**config.mk**
```make
export PLATFORM = sky130hd
export DESIGN_NAME = srtn_preemptive_scheduler_flat
export DESIGN_NICKNAME = d
export VERILOG_FILES = /design/src/rtl/srtn_pkg.sv /design/src/rtl/srtn_req_if.sv /design/src/rtl/srtn_rsp_if.sv /design/src/rtl/srtn_preemptive_scheduler.sv /design/src/rtl/srtn_ram.sv /design/src/flat_wrapper.sv
export SDC_FILE = /design/constraint.sdc
export NUM_CORES = 1
export LEC_CHECK = 0
export ABC_AREA = 0
export BUFFER_PORTS_ARGS = -buffer_cell sky130_fd_sc_hd__buf_2
export CAP_MARGIN = 25
export CORE_UTILIZATION = 50
export CTS_BUF_LIST = sky130_fd_sc_hd__clkbuf_8
export DETAILED_ROUTE_END_ITERATION = 8
export GPL_TIMING_DRIVEN = 0
export PLACE_DENSITY = 0.67
export SETUP_SLACK_MARGIN = 0.1
export SYNTH_ARGS = -nofsm -noshare
export SYNTH_HDL_FRONTEND = slang
export SYNTH_HIERARCHICAL = 1
export SYNTH_SLANG_ARGS = --single-unit
```
**constraint.sdc**
```tcl
create_clock -name clk -period 6.9 [get_ports clk]
set_clock_uncertainty 0.1 [all_clocks]
set_input_delay 0.69 -clock clk [delete_from_list [all_inputs] [get_ports clk]]
set_output_delay 0.69 -clock clk [all_outputs]
set_load 0.02 [all_outputs]
```
**src/rtl/srtn_pkg.sv**
```systemverilog
`default_nettype none

package srtn_pkg;

    localparam int QUEUE_DEPTH = 16;
    localparam int PTR_W       = (QUEUE_DEPTH > 1) ? $clog2(QUEUE_DEPTH) : 1;
    localparam int CNT_W       = $clog2(QUEUE_DEPTH + 1);
    localparam int ID_W        = 8;
    localparam int TICK_W      = 16;
    localparam int SWITCH_W    = 16;
    localparam int ENTRY_W     = ID_W + TICK_W;

    localparam logic [PTR_W-1:0] PTR_LAST = PTR_W'(QUEUE_DEPTH - 1);
    localparam logic [CNT_W-1:0] CNT_FULL = CNT_W'(QUEUE_DEPTH);

    localparam logic ACT_ARRIVE = 1'b0;
    localparam logic ACT_TICK   = 1'b1;

    typedef logic [PTR_W-1:0] ptr_t;

    typedef struct packed {
        logic [ID_W-1:0]   id;
        logic [TICK_W-1:0] left;
    } entry_t;

    typedef enum logic [1:0] {
        ST_IDLE,
        ST_WALK,
        ST_PLACE,
        ST_POP
    } state_t;

    function automatic ptr_t ptr_inc(input ptr_t p);
        ptr_t r;
        if (p == PTR_LAST)
        begin
            r = '0;
        end
        else
        begin
            r = p + PTR_W'(1);
        end
        return r;
    endfunction

    function automatic ptr_t ptr_dec(input ptr_t p);
        ptr_t r;
        if (p == '0)
        begin
            r = PTR_LAST;
        end
        else
        begin
            r = p - PTR_W'(1);
        end
        return r;
    endfunction

endpackage

`default_nettype wire

```
**src/rtl/srtn_req_if.sv**
```systemverilog
`default_nettype none

interface srtn_req_if;
    logic                       valid;
    logic                       ready;
    logic                       action;
    logic [srtn_pkg::ID_W-1:0]   job_id;
    logic [srtn_pkg::TICK_W-1:0] burst_ticks;

    modport source (output valid, action, job_id, burst_ticks, input ready);
    modport sink   (input valid, action, job_id, burst_ticks, output ready);
endinterface

`default_nettype wire

```
**src/rtl/srtn_rsp_if.sv**
```systemverilog
`default_nettype none

interface srtn_rsp_if;
    logic                          valid;
    logic                          ready;
    logic                          running_valid;
    logic [srtn_pkg::ID_W-1:0]      running_job;
    logic [srtn_pkg::TICK_W-1:0]    running_left;
    logic                          finished_valid;
    logic [srtn_pkg::ID_W-1:0]      finished_job;
    logic                          preempted;
    logic [srtn_pkg::SWITCH_W-1:0]  switch_count;
    logic                          queue_full;

    modport source (output valid, running_valid, running_job, running_left, finished_valid,
                    finished_job, preempted, switch_count, queue_full, input ready);
    modport sink   (input valid, running_valid, running_job, running_left, finished_valid,
                    finished_job, preempted, switch_count, queue_full, output ready);
endinterface

`default_nettype wire

```
**src/rtl/srtn_preemptive_scheduler.sv**
```systemverilog
`default_nettype none

// Channel | Dir | Fields                                                   | Handshake
// req     | in  | action, job_id, burst_ticks                              | valid/ready
// rsp     | out | running_valid/job/left, finished_valid/job, preempted,   | valid/ready
//         |     | switch_count, queue_full                                 |
// Tick: ST_POP loads a waiting job from the queue RAM when the head finishes.
// Arrival: done in ST_IDLE if the queue is full or it lands at the head or behind a lone
// head; otherwise ST_WALK walks queued entries from the tail (one compare per RAM read),
// and ST_PLACE follows when it lands directly behind the head.
// Reset empties the queue at once; RAM contents are don't-care. req.ready stays low
// while an item is in work or a result is stalled on rsp.

module srtn_preemptive_scheduler (
    input wire logic     clk,
    input wire logic     rst_n,
    srtn_req_if.sink     req,
    srtn_rsp_if.source   rsp
);

    srtn_pkg::state_t                    state_reg, state_next;
    logic [srtn_pkg::CNT_W-1:0]          count_reg, count_next;
    srtn_pkg::ptr_t                      front_reg, front_next;
    srtn_pkg::ptr_t                      tail_reg, tail_next;
    srtn_pkg::ptr_t                      walk_reg, walk_next;
    logic [srtn_pkg::ID_W-1:0]           head_id_reg, head_id_next;
    logic [srtn_pkg::TICK_W-1:0]         head_left_reg, head_left_next;
    logic [srtn_pkg::ID_W-1:0]           new_id_reg, new_id_next;
    logic [srtn_pkg::TICK_W-1:0]         new_left_reg, new_left_next;
    logic [srtn_pkg::SWITCH_W-1:0]       switches_reg, switches_next;

    logic                                out_valid_reg, out_valid_next;
    logic                                run_v_reg, run_v_next;
    logic [srtn_pkg::ID_W-1:0]           run_id_reg, run_id_next;
    logic [srtn_pkg::TICK_W-1:0]         run_left_reg, run_left_next;
    logic                                fin_v_reg, fin_v_next;
    logic [srtn_pkg::ID_W-1:0]           fin_id_reg, fin_id_next;
    logic                                pre_reg, pre_next;
    logic                                full_reg, full_next;

    logic                                ram_we;
    srtn_pkg::ptr_t                      ram_waddr;
    srtn_pkg::entry_t                    ram_wdata;
    srtn_pkg::ptr_t                      ram_raddr;
    srtn_pkg::entry_t                    ram_rdata;

    logic                                slot_free;
    logic                                accept;
    logic                                finish;
    logic                                fin_v;
    logic                                pre;
    logic                                full;
    logic [srtn_pkg::ID_W-1:0]           fin_id;
    logic                                head_done;
    logic                                beats_head;
    logic                                walk_shift;

    assign slot_free  = !out_valid_reg || rsp.ready;
    assign req.ready  = (state_reg == srtn_pkg::ST_IDLE) && slot_free;
    assign accept     = req.valid && req.ready;
    assign head_done  = head_left_reg <= srtn_pkg::TICK_W'(1);
    assign beats_head = req.burst_ticks < head_left_reg;
    assign walk_shift = ram_rdata.left > new_left_reg;

    srtn_ram #(
        .WIDTH (srtn_pkg::ENTRY_W),
        .DEPTH (srtn_pkg::QUEUE_DEPTH)
    ) u_queue_ram (
        .clk   (clk),
        .we    (ram_we),
        .waddr (ram_waddr),
        .wdata (ram_wdata),
        .raddr (ram_raddr),
        .rdata (ram_rdata)
    );

    // next state
    always_comb
    begin
        state_next = state_reg;
        unique case (state_reg)
            srtn_pkg::ST_IDLE:
            begin
                if (accept)
                begin
                    if (req.action == srtn_pkg::ACT_TICK)
                    begin
                        if (count_reg > srtn_pkg::CNT_W'(1) && head_done)
                        begin
                            state_next = srtn_pkg::ST_POP;
                        end
                    end
                    else if (count_reg != srtn_pkg::CNT_FULL && count_reg > srtn_pkg::CNT_W'(1)
                             && !beats_head)
                    begin
                        state_next = srtn_pkg::ST_WALK;
                    end
                end
            end
            srtn_pkg::ST_WALK:
            begin
                if (!walk_shift)
                begin
                    state_next = srtn_pkg::ST_IDLE;
                end
                else if (walk_reg == front_reg)
                begin
                    state_next = srtn_pkg::ST_PLACE;
                end
            end
            srtn_pkg::ST_PLACE:
            begin
                state_next = srtn_pkg::ST_IDLE;
            end
            srtn_pkg::ST_POP:
            begin
                state_next = srtn_pkg::ST_IDLE;
            end
            default:
            begin
                state_next = srtn_pkg::ST_IDLE;
            end
        endcase
    end

    // datapath and queue RAM control
    always_comb
    begin
        count_next     = count_reg;
        front_next     = front_reg;
        tail_next      = tail_reg;
        walk_next      = walk_reg;
        head_id_next   = head_id_reg;
        head_left_next = head_left_reg;
        new_id_next    = new_id_reg;
        new_left_next  = new_left_reg;
        switches_next  = switches_reg;
        ram_we         = 1'b0;
        ram_waddr      = tail_reg;
        ram_wdata      = '{id: new_id_reg, left: new_left_reg};
        ram_raddr      = walk_reg;
        finish         = 1'b0;
        fin_v          = 1'b0;
        fin_id         = '0;
        pre            = 1'b0;
        full           = 1'b0;

        unique case (state_reg)
            srtn_pkg::ST_IDLE:
            begin
                if (accept)
                begin
                    new_id_next   = req.job_id;
                    new_left_next = req.burst_ticks;
                    if (req.action == srtn_pkg::ACT_TICK)
                    begin
                        if (count_reg == '0)
                        begin
                            finish = 1'b1;
                        end
                        else if (head_done)
                        begin
                            fin_v  = 1'b1;
                            fin_id = head_id_reg;
                            if (count_reg == srtn_pkg::CNT_W'(1))
                            begin
                                count_next = '0;
                                finish     = 1'b1;
                            end
                            else
                            begin
                                ram_raddr = front_reg;
                            end
                        end
                        else
                        begin
                            head_left_next = head_left_reg - srtn_pkg::TICK_W'(1);
                            finish         = 1'b1;
                        end
                    end
                    else if (count_reg == srtn_pkg::CNT_FULL)
                    begin
                        full   = 1'b1;
                        finish = 1'b1;
                    end
                    else if (count_reg == '0)
                    begin
                        head_id_next   = req.job_id;
                        head_left_next = req.burst_ticks;
                        count_next     = srtn_pkg::CNT_W'(1);
                        finish         = 1'b1;
                    end
                    else if (beats_head)
                    begin
                        // displaced head becomes the first waiting entry
                        ram_we         = 1'b1;
                        ram_waddr      = srtn_pkg::ptr_dec(front_reg);
                        ram_wdata      = '{id: head_id_reg, left: head_left_reg};
                        front_next     = srtn_pkg::ptr_dec(front_reg);
                        head_id_next   = req.job_id;
                        head_left_next = req.burst_ticks;
                        count_next     = count_reg + srtn_pkg::CNT_W'(1);
                        pre            = 1'b1;
                        if (switches_reg != '1)
                        begin
                            switches_next = switches_reg + srtn_pkg::SWITCH_W'(1);
                        end
                        finish = 1'b1;
                    end
                    else if (count_reg == srtn_pkg::CNT_W'(1))
                    begin
                        ram_we     = 1'b1;
                        ram_waddr  = tail_reg;
                        ram_wdata  = '{id: req.job_id, left: req.burst_ticks};
                        tail_next  = srtn_pkg::ptr_inc(tail_reg);
                        count_next = count_reg + srtn_pkg::CNT_W'(1);
                        finish     = 1'b1;
                    end
                    else
                    begin
                        ram_raddr = srtn_pkg::ptr_dec(tail_reg);
                        walk_next = srtn_pkg::ptr_dec(tail_reg);
                    end
                end
            end
            srtn_pkg::ST_WALK:
            begin
                ram_we    = 1'b1;
                ram_waddr = srtn_pkg::ptr_inc(walk_reg);
                if (walk_shift)
                begin
                    ram_wdata = ram_rdata;
                    ram_raddr = srtn_pkg::ptr_dec(walk_reg);
                    if (walk_reg != front_reg)
                    begin
                        walk_next = srtn_pkg::ptr_dec(walk_reg);
                    end
                end
                else
                begin
                    tail_next  = srtn_pkg::ptr_inc(tail_reg);
                    count_next = count_reg + srtn_pkg::CNT_W'(1);
                    finish     = 1'b1;
                end
            end
            srtn_pkg::ST_PLACE:
            begin
                ram_we     = 1'b1;
                ram_waddr  = walk_reg;
                tail_next  = srtn_pkg::ptr_inc(tail_reg);
                count_next = count_reg + srtn_pkg::CNT_W'(1);
                finish     = 1'b1;
            end
            srtn_pkg::ST_POP:
            begin
                head_id_next   = ram_rdata.id;
                head_left_next = ram_rdata.left;
                front_next     = srtn_pkg::ptr_inc(front_reg);
                count_next     = count_reg - srtn_pkg::CNT_W'(1);
                fin_v          = 1'b1;
                fin_id         = head_id_reg;
                finish         = 1'b1;
            end
            default:
            begin
            end
        endcase
    end

    // result register
    always_comb
    begin
        out_valid_next = out_valid_reg && !rsp.ready;
        run_v_next     = run_v_reg;
        run_id_next    = run_id_reg;
        run_left_next  = run_left_reg;
        fin_v_next     = fin_v_reg;
        fin_id_next    = fin_id_reg;
        pre_next       = pre_reg;
        full_next      = full_reg;
        if (finish)
        begin
            out_valid_next = 1'b1;
            run_v_next     = count_next != '0;
            run_id_next    = (count_next != '0) ? head_id_next : '0;
            run_left_next  = (count_next != '0) ? head_left_next : '0;
            fin_v_next     = fin_v;
            fin_id_next    = fin_id;
            pre_next       = pre;
            full_next      = full;
        end
    end

    always_ff @(posedge clk or negedge rst_n)
    begin
        if (!rst_n)
        begin
            state_reg     <= srtn_pkg::ST_IDLE;
            count_reg     <= '0;
            front_reg     <= '0;
            tail_reg      <= '0;
            switches_reg  <= '0;
            out_valid_reg <= 1'b0;
        end
        else
        begin
            state_reg     <= state_next;
            count_reg     <= count_next;
            front_reg     <= front_next;
            tail_reg      <= tail_next;
            switches_reg  <= switches_next;
            out_valid_reg <= out_valid_next;
        end
    end

    always_ff @(posedge clk)
    begin
        walk_reg      <= walk_next;
        head_id_reg   <= head_id_next;
        head_left_reg <= head_left_next;
        new_id_reg    <= new_id_next;
        new_left_reg  <= new_left_next;
        run_v_reg     <= run_v_next;
        run_id_reg    <= run_id_next;
        run_left_reg  <= run_left_next;
        fin_v_reg     <= fin_v_next;
        fin_id_reg    <= fin_id_next;
        pre_reg       <= pre_next;
        full_reg      <= full_next;
    end

    assign rsp.valid          = out_valid_reg;
    assign rsp.running_valid  = run_v_reg;
    assign rsp.running_job    = run_id_reg;
    assign rsp.running_left   = run_left_reg;
    assign rsp.finished_valid = fin_v_reg;
    assign rsp.finished_job   = fin_id_reg;
    assign rsp.preempted      = pre_reg;
    assign rsp.switch_count   = switches_reg;
    assign rsp.queue_full     = full_reg;

endmodule

`default_nettype wire

```
**src/rtl/srtn_ram.sv**
```systemverilog
`default_nettype none

module srtn_ram #(
    parameter int WIDTH = 8,
    parameter int DEPTH = 16
) (
    input  wire logic                                          clk,
    input  wire logic                                          we,
    input  wire logic [((DEPTH > 1) ? $clog2(DEPTH) : 1)-1:0] waddr,
    input  wire logic [WIDTH-1:0]                              wdata,
    input  wire logic [((DEPTH > 1) ? $clog2(DEPTH) : 1)-1:0] raddr,
    output logic      [WIDTH-1:0]                              rdata
);

    logic [WIDTH-1:0] mem [DEPTH];

    always_ff @(posedge clk)
    begin
        if (we)
        begin
            mem[waddr] <= wdata;
        end
        rdata <= mem[raddr];
    end

endmodule

`default_nettype wire
```
**src/flat_wrapper.sv**
```systemverilog
// flat-port wrapper written by rule: the top's interface ports become plain ports
module srtn_preemptive_scheduler_flat 
  (clk, rst_n, req_valid, req_action, req_job_id, req_burst_ticks, req_ready, rsp_valid, rsp_running_valid, rsp_running_job, rsp_running_left, rsp_finished_valid, rsp_finished_job, rsp_preempted, rsp_switch_count, rsp_queue_full, rsp_ready);
  srtn_req_if req_i ();
  srtn_rsp_if rsp_i ();
  input wire logic clk;
  input wire logic rst_n;
  input wire logic [$bits(req_i.valid)-1:0] req_valid;
  input wire logic [$bits(req_i.action)-1:0] req_action;
  input wire logic [$bits(req_i.job_id)-1:0] req_job_id;
  input wire logic [$bits(req_i.burst_ticks)-1:0] req_burst_ticks;
  output wire logic [$bits(req_i.ready)-1:0] req_ready;
  output wire logic [$bits(rsp_i.valid)-1:0] rsp_valid;
  output wire logic [$bits(rsp_i.running_valid)-1:0] rsp_running_valid;
  output wire logic [$bits(rsp_i.running_job)-1:0] rsp_running_job;
  output wire logic [$bits(rsp_i.running_left)-1:0] rsp_running_left;
  output wire logic [$bits(rsp_i.finished_valid)-1:0] rsp_finished_valid;
  output wire logic [$bits(rsp_i.finished_job)-1:0] rsp_finished_job;
  output wire logic [$bits(rsp_i.preempted)-1:0] rsp_preempted;
  output wire logic [$bits(rsp_i.switch_count)-1:0] rsp_switch_count;
  output wire logic [$bits(rsp_i.queue_full)-1:0] rsp_queue_full;
  input wire logic [$bits(rsp_i.ready)-1:0] rsp_ready;
  assign req_i.valid = req_valid;
  assign req_i.action = req_action;
  assign req_i.job_id = req_job_id;
  assign req_i.burst_ticks = req_burst_ticks;
  assign req_ready = req_i.ready;
  assign rsp_valid = rsp_i.valid;
  assign rsp_running_valid = rsp_i.running_valid;
  assign rsp_running_job = rsp_i.running_job;
  assign rsp_running_left = rsp_i.running_left;
  assign rsp_finished_valid = rsp_i.finished_valid;
  assign rsp_finished_job = rsp_i.finished_job;
  assign rsp_preempted = rsp_i.preempted;
  assign rsp_switch_count = rsp_i.switch_count;
  assign rsp_queue_full = rsp_i.queue_full;
  assign rsp_i.ready = rsp_ready;
  srtn_preemptive_scheduler u_core (.clk(clk), .rst_n(rst_n), .req(req_i), .rsp(rsp_i));
endmodule
```
# After elaboration in Yosys (flattened, before gate mapping)
# Memory sizes are Yosys's and may differ from the RTL's. A register that Yosys moved wholly into a read port is not among the register bits.
# Cells that the tools add are included.
# Widths: inputs -> output; s select.
# totals
ff_bits	120
mem_bits_rw	384
input_bits	29
out_inout_bits	54
elab_cells	204
memories	1
# op_classes
addsub	10
n_lt_le_gt_ge	4
n_eq_ne	25
mux	112
n_bitwise	5
n_reduce_logical	29
# memory_table
memory	depth	width	rd	rd_clocked_by_memory_dff	wr	line	rtl
u_core.u_queue_ram.mem	16	24	1	1	1	srtn_ram.sv:15	logic [WIDTH-1:0] mem [DEPTH];
# op_table
cell	count
$mux 24	7
$mux 4	37
$mux 16	7
$mux 8	9
$mux 5	10
$pmux 24 s2	1
$pmux 16 s2	1
$pmux 8 s2	2
$pmux 4 s2	3
$pmux 4 s3	2
$mux 1	22
$pmux 5 s4	1
$add 16x1->16 const B	1
$gt 16x16->1	1
$le 16x1->1 const B	1
$lt 16x16->1	1
$ne 16x16->1 const B	1
$sub 16x1->16 const B	1
$add 4x1->4 const B	3
$eq 4x4->1 const B	3
$logic_not 4->1	3
$mux 2	6
$ne 2x2->1 const B	6
$sub 4x1->4 const B	3
other kinds (33)	53

# Depth between registers and ports, before layout
# logic_depth
depth_word	10
depth_mapped	17

# Cells and area by module
# The synthesis kept the hierarchy.
# by_module_without_submodules
module	n_inst	cells_per_inst	area_each_um2	seq_area_each_um2
srtn_ram	1	636	14930.6	12011.5
srtn_preemptive_scheduler	1	941	8438.1	3203.1

# Least setup slack after synthesis
# No wires, ideal clock.
# synth_path
path_kind	input to register
start	in rsp_ready
end	mem u_core/u_queue_ram/mem[0][0] (netlist name), enable pin
t_arrival_ns	5.147
required_time_ns	6.365
path_slack_ns	1.218
path_stages	12
path_cell_list	nand2b_1 nand3_1 clkinv_1 nand2_1 nor2_2 nand2_1 clkbuf_1 a21oi_1 nor2_1 a21oi_1 or3b_2 nor3_1
# synth_between
word_cells_on_any_way	9
cone_classes	mux: 6; reduce/logical: 3
# synth_rtl
item	line	rtl
from (decl)	flat_wrapper.sv:22	input wire logic [$bits(rsp_i.ready)-1:0] rsp_ready;
$logic_or 1x1->1	srtn_preemptive_scheduler.sv:58	assign slot_free = !out_valid_reg || rsp.ready;
$logic_and 1x1->1	srtn_preemptive_scheduler.sv:59	assign req.ready = (state_reg == srtn_pkg::ST_IDLE) && slot_free;
$logic_and 1x1->1	srtn_preemptive_scheduler.sv:60	assign accept = req.valid && req.ready;
$mux 4	srtn_preemptive_scheduler.sv:151	if (accept)
$pmux 4 s3	srtn_preemptive_scheduler.sv:148	unique case (state_reg)
named net u_core.ram_waddr[2]	srtn_preemptive_scheduler.sv:42	srtn_pkg::ptr_t ram_waddr;
to (decl)	srtn_ram.sv:15	
# The timed path passes the listed nets, and every way through them passes these cells.

# Final worst setup path
# layout_path
start	reg u_core.state_reg[1]
end	mem u_core/u_queue_ram/mem[4][9] (netlist name), enable pin
# layout_between
word_cells_on_any_way	12
cone_classes	eq/ne: 2; mux: 6; reduce/logical: 4
# layout_rtl
item	line	rtl
from (decl)	srtn_preemptive_scheduler.sv:21	srtn_pkg::state_t state_reg, state_next;
from (signal assigned)	srtn_preemptive_scheduler.sv:298	state_reg <= srtn_pkg::ST_IDLE;
from (signal assigned)	srtn_preemptive_scheduler.sv:307	state_reg <= state_next;
$logic_not 2->1	srtn_preemptive_scheduler.sv:59, srtn_preemptive_scheduler.sv:148	
$logic_and 1x1->1	srtn_preemptive_scheduler.sv:59	
$logic_and 1x1->1	srtn_preemptive_scheduler.sv:60	
$mux 4	srtn_preemptive_scheduler.sv:151	
$pmux 4 s3 (*)	srtn_preemptive_scheduler.sv:148	
named net u_core.ram_waddr[2]	srtn_preemptive_scheduler.sv:42	
# The timed path passes the listed nets; every way through them passes the cells marked *.

==> impl_metrics.json <==
{
  "status": "complete, no violations",
  "synth_most_common_cell": "edfxtp_1",
  "h-tree-depth": 3,
  "yosysWarningCount": 6,
  "critPathCaptureType": "flop",
  "wl_per_cell_um": 25.3,
  "drtIter0Drc": 1777,
  "syn-num-nets": 1656,
  "setup_viol": 0,
  "drt.antenna.violating_nets": 0,
  "regMostFlops": "u_core/u_queue_ram/mem",
  "grt_max_degree": 33,
  "io_pins": 83,
  "syn2layout_area_growth_pct": 14.3,
  "fmax_ghz": 0.157,
  "clockBufferDepth": 3,
  "drt-total-wl_um": 62300,
  "final_cells": 2460,
  "worstSkewPairLatency_ps": 680,
  "num_antenna_cells": 0,
  "r2r_cells": 15,
  "cts_tree": "yes",
  "synth_area_mm2": 0.0234,
  "grt_use_total": 0.265,
  "dr_wl_met3_um": 4290,
  "cts_setup_buffers": 0,
  "synthArstFlopShare": 0.0606,
  "slew_headroom": 0.331,
  "antenna_found_initial": 0,
  "critPathRequiredTime_ps": 7170,
  "route.detailed.drc": 0,
  "routabilityCongestion": 0.940,
  "globalRouteOverflowTotal": 0,
  "synth_top_area_share": 0.576,
  "vias": 15200,
  "crit_path_max_fanout": 13,
  "die_y_um": 218,
  "coreArea_mm2": 0.0458,
  "rsz0062_at_grt": "no",
  "pre_cts_ws_ps": 603,
  "period_needed_ps": 6370,
  "first_pass_iters": 8,
  "largest_reg_flops": 384,
  "dp_hpwl_um": 42700,
  "r2r_start": "u_core/state_reg[1]",
  "routed.top_layer": "met4",
  "start_util": 0.511,
  "port_buffers": 82,
  "whs_path_depth": 1,
  "wl_met1_um": 26200,
  "critPathKind": "flop to flop",
  "grt_pass1_wl_um": 92700,
  "synth_area_leaders": "edfxtp_1, mux4_2, dfxtp_1",
  "cap_violations": 0,
  "ys_seq_area_frac": 0.651,
  "ys_types": 78,
  "finalWorstSetupSlack_ps": 531,
  "hold_path_end": "u_core/new_id_reg[3]",
  "report.final.slew_viol_count": 0,
  "hp-class": "input pin to flop",
  "setup_tns_ps": 0,
  "ys_ff_latch": 528,
  "cts_sinks": 528,
  "drive_above_1_share": 0.225,
  "clk_pin_slew_ps": 60,
  "crit_arrival_ps": 6640,
  "grt_pass1_vias": 14900,
  "fin_nets": 1870,
  "largest_registers": "u_core/u_queue_ram/mem (384), u_core/u_queue_ram/rdata (24)",
  "cts_root_buf": "clkbuf_8",
  "synth_top_cell_by_area": "edfxtp_1",
  "r2r_end": "u_core/u_queue_ram/mem[4][9]",
  "numCtsBuffers": 86,
  "worstMarginPinSlew_ps": 1000,
  "holdCritStartpoint": "req_job_id[3]",
  "place_inst": 2296,
  "synth_cells": 1577,
  "synth_edf_count": 448,
  "die-width_um": 218,
  "routed-wl-met2_um": 29700,
  "n_fill_cell": 3530,
  "synth-main-ff-cell": "edfxtp_1",
  "worst_setup_path_start_kind": "flop",
  "finalHoldViolCount": 0,
  "r2r_slack_ps": 530,
  "postSynthAreaPerCell_um2": 14.8,
  "period_share": 0.923,
  "drt-vias-per-instance": 6.17,
  "ys_top_cells_by_count": "edfxtp_1, nand2_1, mux4_2, nor2_1, a21oi_1",
  "rows": 78,
  "die_area_mm2": 0.0476
}
## logic make-up after synthesis
family,count (synthesis),synth area share
AOI/OAI and AO/OA,351,0.105
adders and majority gates,50,0.0268
buffers and inverters,157,0.0283
DFF,528,0.651
xor gates and xnor gates,37,0.0139
and+or+nand+nor,327,0.0687
muxes,127,0.106
## area by class of cell
class                      instances  area [um^2]  area share
buffer                            90          409      0.0153
clock buffer                      90         1240      0.0464
clock inverter                    67          322      0.0120
inverter                          67          251     0.00941
multi-input combinational        892         7620       0.285
sequential                       528        15200       0.569
tap                              600          751      0.0281
timing repair buffer             126          918      0.0344
## critical path, stage by stage, from the launching register on
cell and delay (ps):
dfrtp_1 410, inv_1 100, ha_1 180, buf_2 180, nand3_1 410, clkinv_1 640, nand2_1 430, nor2_2 180
nand2_1 450, clkbuf_1 600, o21ai_0 300, a21oi_1 450, nand3b_1 380, nor3_2 770, buf_6 270, buf_6 180
## metrics by stage
step           instance area [um^2]  hold WS (ps)  utilization
2_1_floorplan                 23400           294            -
3_3_place_gp                  24500           367        0.536
3_5_place_dp                  25100           371        0.549
4_1_cts                       26700          94.1        0.583
5_1_grt                       26700           116        0.584
6_report                      26700           146        0.584
## worst max-delay path by stage
stage	cells after the start	slack, ps	endpoint	start
finish	15	530	u_core/u_queue_ram/mem[4][9]	u_core/state_reg[1]
global route	15	370	u_core/u_queue_ram/mem[4][9]	u_core/state_reg[1]
CTS	15	700	u_core/u_queue_ram/mem[4][9]	u_core/state_reg[1]
detailed placement	14	600	u_core/u_queue_ram/mem[4][7]	rsp_ready
global placement	12	-2770	u_core/u_queue_ram/mem[12][4]	rsp_ready
floorplan	12	1220	u_core/u_queue_ram/mem[0][0]	rsp_ready
## repair_timing
| item | 4_1_cts | 5_1_grt |
|---|---|---|
| resized for setup | 0 | 0 |
| hold buffers | 1 | 0 |
| hold endpoints to repair | 4 | 0 |
## layout by cell type, fill, tap and decap left out, types with 45 or more instances in the layout
cell      count
a21oi_1      84
a22oi_1      64
buf_2       103
clkbuf_1     61
clkbuf_8     90
dfxtp_1      48
edfxtp_1    448
ha_1         50
inv_1        90
mux4_2       96
nand2_1     106
nor2_1       74
o21ai_0      45
## per-layer routing
metal  GRT usage  up-vias
met5           0        -
met4       0.102        0
met3      0.0443      141
met2       0.424      693
met1       0.363     7687
li1            -     6667
Power is not shown: default switching activity piles up to over one toggle a cycle in this logic, so the estimate is an artifact.
